File: src/rtl/nested_page_table_engine_defines.svh
// ----------------------------------------------------------------------------
// nested page table engine assertion macros
// property forms for npte_ctrl, which checks its own control logic
// ----------------------------------------------------------------------------
`ifndef NESTED_PAGE_TABLE_ENGINE_DEFINES_SVH
`define NESTED_PAGE_TABLE_ENGINE_DEFINES_SVH

// condition holds in the same cycle as the trigger
`define NPTE_ASSERT_SAME(label, trig, cond, msg) \
    label: assert property (@(posedge clk) disable iff (!rst_n) (trig) |-> (cond)) \
        else $error(msg);

// condition holds in the cycle after the trigger
`define NPTE_ASSERT_NEXT(label, trig, cond, msg) \
    label: assert property (@(posedge clk) disable iff (!rst_n) (trig) |=> (cond)) \
        else $error(msg);

`endif

File: src/rtl/npte_pkg.sv
// ----------------------------------------------------------------------------
// npte_pkg
// types, constants and command/status bundles of the nested page table engine
// ----------------------------------------------------------------------------
`default_nettype none

package npte_pkg;

    // table store geometry
    localparam int TABLE_PAGES       = 16;
    localparam int ENTRIES_PER_TABLE = 512;
    localparam int SLOT_W            = $clog2(ENTRIES_PER_TABLE);
    localparam int PAGE_W            = $clog2(TABLE_PAGES);
    localparam int ADDR_W            = PAGE_W + SLOT_W;
    localparam int STORE_DEPTH       = TABLE_PAGES * ENTRIES_PER_TABLE;
    localparam int FREE_W            = $clog2(TABLE_PAGES + 1);
    localparam int ENTRY_W           = 64;

    // fixed field widths
    localparam int GPA_W   = 48;
    localparam int HPA_W   = 52;
    localparam int FRAME_W = 40;
    localparam int COUNT_W = 5;

    // table levels
    localparam logic [1:0] LVL_PML4 = 2'd3;
    localparam logic [1:0] LVL_PDPT = 2'd2;
    localparam logic [1:0] LVL_PD   = 2'd1;
    localparam logic [1:0] LVL_PT   = 2'd0;

    // entry bit positions
    localparam int BIT_P  = 0;
    localparam int BIT_PS = 7;

    typedef enum logic [1:0] {
        OP_MAP   = 2'd0,
        OP_UNMAP = 2'd1,
        OP_QUERY = 2'd2,
        OP_CLEAR = 2'd3
    } op_t;

    typedef enum logic [1:0] {
        ST_OK       = 2'd0,
        ST_INVALID  = 2'd1,
        ST_MAPPED   = 2'd2,
        ST_NO_PAGES = 2'd3
    } status_t;

    typedef enum logic [1:0] {
        W_ZERO = 2'd0,
        W_PTR  = 2'd1,
        W_LEAF = 2'd2
    } wsel_t;

    typedef enum logic [1:0] {
        A_WALK = 2'd0,
        A_PAGE = 2'd1,
        A_ALL  = 2'd2
    } amode_t;

    typedef struct packed {
        op_t                operation;
        logic [GPA_W-1:0]   guest_addr;
        logic [HPA_W-1:0]   host_addr;
        logic               large_page;
        logic [2:0]         protection;
    } in_item_t;

    typedef struct packed {
        status_t            status;
        logic               hit;
        logic [HPA_W-1:0]   translated_addr;
        logic [COUNT_W-1:0] pages_in_use;
    } out_item_t;

    // controller to datapath
    typedef struct packed {
        logic    load;
        logic    we;
        wsel_t   wsel;
        amode_t  addr_mode;
        logic    sweep_rst;
        logic    sweep_inc;
        logic    descend_rel;
        logic    descend_new;
        logic    pool_clr;
        logic    res_we;
        status_t res_status;
        logic    res_hit;
        logic    res_large;
    } cmd_t;

    // datapath to controller
    typedef struct packed {
        op_t        op;
        logic       big_page;
        logic [1:0] level;
        logic       arg_bad;
        logic       e_p;
        logic       e_ps;
        logic       stale;
        logic       pool_full;
        logic       page_last;
        logic       all_last;
    } stat_t;

endpackage

`default_nettype wire

File: src/rtl/npte_ctrl.sv
// ----------------------------------------------------------------------------
// npte_ctrl
// sequencer for table walks, allocation, leaf writes and clearing sweeps
// ----------------------------------------------------------------------------
`default_nettype none
`include "nested_page_table_engine_defines.svh"

module npte_ctrl (
    input  wire logic            clk,
    input  wire logic            rst_n,
    input  wire logic            in_valid,
    output logic                 in_stall,
    output logic                 out_valid,
    input  wire logic            out_stall,
    input  wire npte_pkg::stat_t stat,
    output npte_pkg::cmd_t       cmd
);

    typedef enum logic [2:0] {
        S_INIT,
        S_IDLE,
        S_START,
        S_READ,
        S_EVAL,
        S_CLR_PAGE,
        S_CLR_ALL,
        S_DONE
    } state_t;

    state_t state_reg, state_next;
    logic   gap;

    // entry that ends a walk without a lower table
    assign gap = stat.e_ps || !stat.e_p || stat.stale;

    always_comb
    begin
        state_next     = state_reg;
        cmd            = '0;
        cmd.wsel       = npte_pkg::W_ZERO;
        cmd.addr_mode  = npte_pkg::A_WALK;
        cmd.res_status = npte_pkg::ST_OK;
        case (state_reg)
            // clearing pass after reset
            S_INIT:
            begin
                cmd.addr_mode = npte_pkg::A_ALL;
                cmd.we        = 1'b1;
                cmd.sweep_inc = 1'b1;
                if (stat.all_last)
                begin
                    state_next = S_IDLE;
                end
            end
            S_IDLE:
            begin
                if (in_valid)
                begin
                    cmd.load   = 1'b1;
                    state_next = S_START;
                end
            end
            // argument check for map and unmap, and dispatch
            S_START:
            begin
                case (stat.op)
                    npte_pkg::OP_CLEAR:
                    begin
                        cmd.sweep_rst = 1'b1;
                        cmd.pool_clr  = 1'b1;
                        state_next    = S_CLR_ALL;
                    end
                    npte_pkg::OP_QUERY:
                    begin
                        state_next = S_READ;
                    end
                    default:
                    begin
                        if (stat.arg_bad)
                        begin
                            cmd.res_we     = 1'b1;
                            cmd.res_status = npte_pkg::ST_INVALID;
                            state_next     = S_DONE;
                        end
                        else
                        begin
                            state_next = S_READ;
                        end
                    end
                endcase
            end
            S_READ:
            begin
                state_next = S_EVAL;
            end
            // one table entry is on the read port
            S_EVAL:
            begin
                state_next = S_DONE;
                cmd.res_we = 1'b1;
                if (stat.level[1])
                begin
                    // upper levels
                    if (stat.op == npte_pkg::OP_MAP)
                    begin
                        if (stat.e_ps || (stat.e_p && stat.stale)
                            || (!stat.e_p && stat.pool_full))
                        begin
                            cmd.res_status = npte_pkg::ST_NO_PAGES;
                        end
                        else if (!stat.e_p)
                        begin
                            cmd.res_we      = 1'b0;
                            cmd.we          = 1'b1;
                            cmd.wsel        = npte_pkg::W_PTR;
                            cmd.descend_new = 1'b1;
                            state_next      = S_READ;
                        end
                        else
                        begin
                            cmd.res_we      = 1'b0;
                            cmd.descend_rel = 1'b1;
                            state_next      = S_READ;
                        end
                    end
                    else if (!gap)
                    begin
                        cmd.res_we      = 1'b0;
                        cmd.descend_rel = 1'b1;
                        state_next      = S_READ;
                    end
                end
                else if (stat.level == npte_pkg::LVL_PD)
                begin
                    case (stat.op)
                        npte_pkg::OP_QUERY:
                        begin
                            if (stat.e_p && stat.e_ps)
                            begin
                                cmd.res_hit   = 1'b1;
                                cmd.res_large = 1'b1;
                            end
                            else if (!gap)
                            begin
                                cmd.res_we      = 1'b0;
                                cmd.descend_rel = 1'b1;
                                state_next      = S_READ;
                            end
                        end
                        npte_pkg::OP_UNMAP:
                        begin
                            if (stat.e_p && stat.e_ps)
                            begin
                                if (stat.big_page)
                                begin
                                    cmd.we = 1'b1;
                                end
                                else
                                begin
                                    cmd.res_status = npte_pkg::ST_INVALID;
                                end
                            end
                            else if (!gap)
                            begin
                                cmd.res_we      = 1'b0;
                                cmd.descend_rel = 1'b1;
                                if (stat.big_page)
                                begin
                                    cmd.sweep_rst = 1'b1;
                                    state_next    = S_CLR_PAGE;
                                end
                                else
                                begin
                                    state_next = S_READ;
                                end
                            end
                        end
                        default:
                        begin
                            if (stat.big_page)
                            begin
                                if (stat.e_p)
                                begin
                                    cmd.res_status = npte_pkg::ST_MAPPED;
                                end
                                else
                                begin
                                    cmd.we   = 1'b1;
                                    cmd.wsel = npte_pkg::W_LEAF;
                                end
                            end
                            else if (stat.e_p && stat.e_ps)
                            begin
                                cmd.res_status = npte_pkg::ST_MAPPED;
                            end
                            else if (stat.e_ps || (stat.e_p && stat.stale)
                                     || (!stat.e_p && stat.pool_full))
                            begin
                                cmd.res_status = npte_pkg::ST_NO_PAGES;
                            end
                            else if (!stat.e_p)
                            begin
                                cmd.res_we      = 1'b0;
                                cmd.we          = 1'b1;
                                cmd.wsel        = npte_pkg::W_PTR;
                                cmd.descend_new = 1'b1;
                                state_next      = S_READ;
                            end
                            else
                            begin
                                cmd.res_we      = 1'b0;
                                cmd.descend_rel = 1'b1;
                                state_next      = S_READ;
                            end
                        end
                    endcase
                end
                else
                begin
                    // page table level
                    case (stat.op)
                        npte_pkg::OP_QUERY:
                        begin
                            cmd.res_hit = stat.e_p;
                        end
                        npte_pkg::OP_UNMAP:
                        begin
                            cmd.we = 1'b1;
                        end
                        default:
                        begin
                            if (stat.e_p)
                            begin
                                cmd.res_status = npte_pkg::ST_MAPPED;
                            end
                            else
                            begin
                                cmd.we   = 1'b1;
                                cmd.wsel = npte_pkg::W_LEAF;
                            end
                        end
                    endcase
                end
            end
            // wipe the page table under a 2 MiB unmap
            S_CLR_PAGE:
            begin
                cmd.addr_mode = npte_pkg::A_PAGE;
                cmd.we        = 1'b1;
                cmd.sweep_inc = 1'b1;
                if (stat.page_last)
                begin
                    state_next = S_DONE;
                end
            end
            // wipe the whole store
            S_CLR_ALL:
            begin
                cmd.addr_mode = npte_pkg::A_ALL;
                cmd.we        = 1'b1;
                cmd.sweep_inc = 1'b1;
                if (stat.all_last)
                begin
                    state_next = S_DONE;
                end
            end
            S_DONE:
            begin
                if (!out_stall)
                begin
                    state_next = S_IDLE;
                end
            end
            default:
            begin
                state_next = S_IDLE;
            end
        endcase
    end

    always_ff @(posedge clk or negedge rst_n)
    begin
        if (!rst_n)
        begin
            state_reg <= S_INIT;
        end
        else
        begin
            state_reg <= state_next;
        end
    end

    assign in_stall  = (state_reg != S_IDLE);
    assign out_valid = (state_reg == S_DONE);

    // checks
    `NPTE_ASSERT_SAME(a_alloc_room, cmd.descend_new, !stat.pool_full,
        "table page allocated with the pool exhausted")
    `NPTE_ASSERT_SAME(a_descend_level, cmd.descend_rel || cmd.descend_new,
        stat.level != npte_pkg::LVL_PT, "walk descends below the page table level")
    `NPTE_ASSERT_SAME(a_idle_quiet, !in_stall, !cmd.we && !cmd.res_we,
        "store or result written while idle")
    `NPTE_ASSERT_NEXT(a_result_once, out_valid && !out_stall, !out_valid,
        "result offered twice")

endmodule

`default_nettype wire

File: config.mk
export PLATFORM = sky130hd
export DESIGN_NAME = npte_ctrl
export DESIGN_NICKNAME = d
export VERILOG_FILES = /design/src/rtl/npte_pkg.sv /design/src/rtl/npte_ctrl.sv
export VERILOG_INCLUDE_DIRS = /design/src /design/src/rtl
export SDC_FILE = /design/constraint.sdc
export NUM_CORES = 1
export LEC_CHECK = 0
export BUFFER_PORTS_ARGS = -buffer_cell sky130_fd_sc_hd__buf_2
export CAP_MARGIN = 25
export CORE_MARGIN = 5
export CORE_UTILIZATION = 45
export CTS_BUF_LIST = sky130_fd_sc_hd__clkbuf_4 sky130_fd_sc_hd__clkbuf_8
export DETAILED_ROUTE_END_ITERATION = 12
export PLACE_DENSITY = 0.78
export SYNTH_ARGS = -nofsm -noshare
export SYNTH_HDL_FRONTEND = slang
export SYNTH_SLANG_ARGS = --single-unit
File: constraint.sdc
create_clock -name clk -period 3 [get_ports clk]
set_clock_uncertainty 0.2 [all_clocks]
set_input_delay 0.6 -clock clk [delete_from_list [all_inputs] [get_ports clk]]
set_output_delay 0.6 -clock clk [all_outputs]
set_load 0.01 [all_outputs]
Word-level counts from Yosys, hierarchy flattened --
Index checks and enable logic that the tools add are counted.
Word-level totals: register bits 3, bits of input ports 16
Cells by class: muxes and demuxes 90, equality and inequality tests 17, reduce and logical (&&, ||, !) cells 15
Operator list (number):
- 3-bit two-way mux | 29
- 2-bit two-way mux | 20
- 1-bit two-way mux | 31
- 3-bit case mux with 8 select lines | 1
- 3-bit case mux with 2 select lines | 3
- 3-bit == test (second input constant) | 4
- 2-bit inequality test (second input constant) | 5
- 1-bit case mux with 2 select lines | 4
- 2-bit case mux with 2 select lines | 2
- 3-bit by 2-bit == test with 1-bit output (second input constant) | 2
- 2-bit OR reduction | 3
- 5-bit AND reduction | 1
- 2-bit by 1-bit == test with 1-bit output (second input constant) | 2
- 2-bit == test (second input constant) | 2
- 1-bit logical OR | 4
- 3-bit by 1-bit == test with 1-bit output (second input constant) | 1
- 1-bit logical AND | 3
- 3-bit zero test | 1
- 3-bit by 1-bit inequality test with 1-bit output (second input constant) | 1
- 3-bit OR reduction | 1
- 2-bit zero test | 1
- 1-bit zero test | 1

Depth between registers and ports, before layout --
word-level depth 10, gate-level depth with buffers 7

Worst setup path after synthesis --
OpenSTA, ideal clock, no wires.
path kind in2out, from in stat[10] (netlist bit), to out cmd[14] (netlist bit), buffers on the path 1, stages 7, path slack 0.391 ns, arrival 1.809 ns, cell sequence inv_1 > ha_1 > clkbuf_1 > a211o_1 > o221ai_1 > a21oi_1 > or2_1
RTL lines:
- from (decl) | line npte_ctrl.sv:15 | input wire npte_pkg::stat_t stat,
- to (decl) | line npte_ctrl.sv:16 | output npte_pkg::cmd_t cmd

==> out/metrics.csv <==
stage;metric;value;unit
status;outcome;finished, final reports clean;
flow_run;drv_cap;0;
clock_tree;clkSlewWorstSetupHoldPaths;0.04;ns
detailed_routing;dr_total_vias;1027;
clock_tree;cts_tree;yes;
min_path;hold_class;input port to async pin;
clock_tree;clk_latency;0.24;ns
logic_synthesis;seq_area_frac_synth;9.29;%
global_route;grt_pass1_wl;3950;um
detailed_routing;dr.pass1.iters;4;
detailed_routing;drt_iter0_drc;28;
timing;rsz0062_at_grt;false;
critical_path;critical_path_class;input port to output port;
clock_tree;numCtsBuffers;3;
clock_tree;hold_buffers;1;
detailed_routing;drc;0;
cells_and_area;largest_register_ffs;3;
cells_and_area;area_growth;27.4;%
critical_path;startpoint_type;input port;
cells_and_area;drive_above_1_share;28.2;%
power_and_ir_drop;vdd_drop_max;0.436;mV
logic_synthesis;synth-main-ff-cell;dfrtp_1;
logic_synthesis;syn_area;808;sq um
clock_tree;post_cts_buffers;0;
timing;min_period;2.82;ns
cells_and_area;fin_cells;181;
global_route;antenna_found_initial;0;
timing;final.period_utilization;94.1;%
critical_path;reg2reg_depth;4;
critical_path;rrSetupSlack;1.38;ns
logic_synthesis;syn-num-nets;145;
cells_and_area;nFillCells;167;
place;placed_cells;176;
logic_synthesis;synth_area_leader_cell;dfrtp_1;
critical_path;cp.arrival;2.02;ns
critical_path;crit_path_end;cmd[14];
floorplan;coreArea;1730;sq um
critical_path;crit_start;stat[10];
clock_tree;post_cts_resize_count;0;
global_route;grt_usage;18.2;%
detailed_routing;ant_nets;0;
timing;max-slew-margin-rel;74.4;%
power_and_ir_drop;power.leakage;0.000507;uW
critical_path;crit_path_end_kind;output port;
place;gp_congestion;0.929;
timing;setup_viol_count_final;0;
logic_synthesis;synth_area_per_cell;6.52;sq um
critical_path;required;2.20;ns
detailed_routing;wire_per_inst;13.0;um
timing;final_max_slew_viol_count;0;
cells_and_area;final_common_cell;buf_2;
logic_synthesis;synth_seq_cells;3;
place;preCtsSetupSlack;0.208;ns
logic_synthesis;synth_area_leaders;dfrtp_1, ha_1, nand2_1;
floorplan;die_x;52.4;um
timing;fin_setup_tns;0;ns
timing;hold_viol_final;0;
logic_synthesis;synth-edff-count;0;
timing;worst_pin_slew;0.375;ns
floorplan;die_area;2740;sq um
logic_synthesis;ys.warnings.count;0;
detailed_routing;wl;2360;um
critical_path;timing.rr.end;state_reg[2];
cells_and_area;antenna_cells;0;
cells_and_area;nets;178;
clock_tree;htree_levels;1;
detailed_routing;post_drt_via_cell_ratio;5.67;
floorplan;fp.dieH;52.4;um
logic_synthesis;async_reset_ff_share;100;%
logic_synthesis;syn_inst;124;
critical_path;r2r-start;state_reg[2];
clock_tree;cts_max_path_buffers;2;
clock_tree;clkSinkCount;3;
global_route;grt_pass1_vias;939;
place;io_buffer_count;33;
clock_tree;cts_root_buf;clkbuf_4;
global_route;grt.overflow.total;0;
cells_and_area;final_cell_mix;buf_2, nand2_1, nor2_1, a21oi_1, o21ai_0;
power_and_ir_drop;powerDensity;637;nW/um^2
logic_synthesis;synth_top_area_share;9.29;%
floorplan;initial_utilization;46.8;%
timing;worst_slack;0.177;ns
floorplan;num_rows;15;
logic_synthesis;ys_types;43;
place;hpwl;1810;um
global_route;grt_max_degree;20;
critical_path;worstPathMaxFanout;7;
floorplan;ioPinCount;34;
timing;max_freq;354;MHz
==> synthesized netlist by cell type (all sizes together), types with 4 or more instances <==
cell type,number
a21oi,9
buf,8
ha,5
inv,7
nand2,14
nand2b,4
nor2,10
nor2b,5
o211ai,4
o21ai,10
==> stage by stage <==
step / power, uW / area (sq um) / hold WS (ns) / util (%)
after detailed placement: 572 / 990 / 0.198 / 57.3
final: 656 / 1030 / 0.495 / 59.6
after global placement: 560 / 990 / 0.196 / 57.3
after floorplan: 417 / 808 / 0.104 / -
after global routing: 723 / 1030 / 0.501 / 59.6
after CTS: 658 / 1030 / 0.502 / 59.6
==> critical path, stage by stage <==
cell and delay (ns):
buf_2 0.12, inv_1 0.06, ha_1 0.35, buf_4 0.18, nor4_1 0.23, nor2_1 0.08, a21oi_1 0.16, or2_1 0.11
buf_2 0.12
==> cell families (layout without fill, tap and decap cells) <==
family	after synthesis	in the layout	synth area share (%)
AOI/OAI and AO/OA	37	37	29.9
adders and majority gates	5	5	7.74
and+or+nand+nor	58	58	39.9
xor gates and xnor gates	2	2	2.17
buffers and inverters	18	50	9.75
muxes	1	1	1.24
DFF	3	3	9.29
==> area by class of cell <==
type                            instances  area [sq um]  share of cell area (%)
Tap cell                               25          31.3                    3.04
Timing Repair Buffer                   39           213                    20.7
Multi-Input combinational cell        103           654                    63.5
Inverter                                7          26.3                    2.55
Sequential cell                         3          75.1                    7.29
Clock buffer                            4          30.0                    2.92
==> power breakdown <==
part	leakage (uW)	internal [uW]	switching [uW]	total, uW
Combinational	0.000454	206	292	499
Sequential	0.0000346	62.8	12.1	74.9
Clock	0.0000184	59.0	23.1	82.1
==> worst min path at each step <==
stage	endpoint	slack, ns
finish	state_reg[2]	0.49
global route	state_reg[0]	0.50
floorplan	state_reg[0]	0.10
global placement	state_reg[0]	0.20
CTS	state_reg[2]	0.50
detailed placement	state_reg[2]	0.20
==> per-layer routing <==
layer | GRT usage, % | part of all wire (%) | vias up
li1 | - | - | 511
met1 | 25.5 | 46 | 466
met3 | 2.28 | 7.8 | 4
met5 | 0 | 0 | -
met4 | 4.26 | 1.1 | 0
met2 | 29.3 | 45 | 46
(Power assumes the default switching activity.)
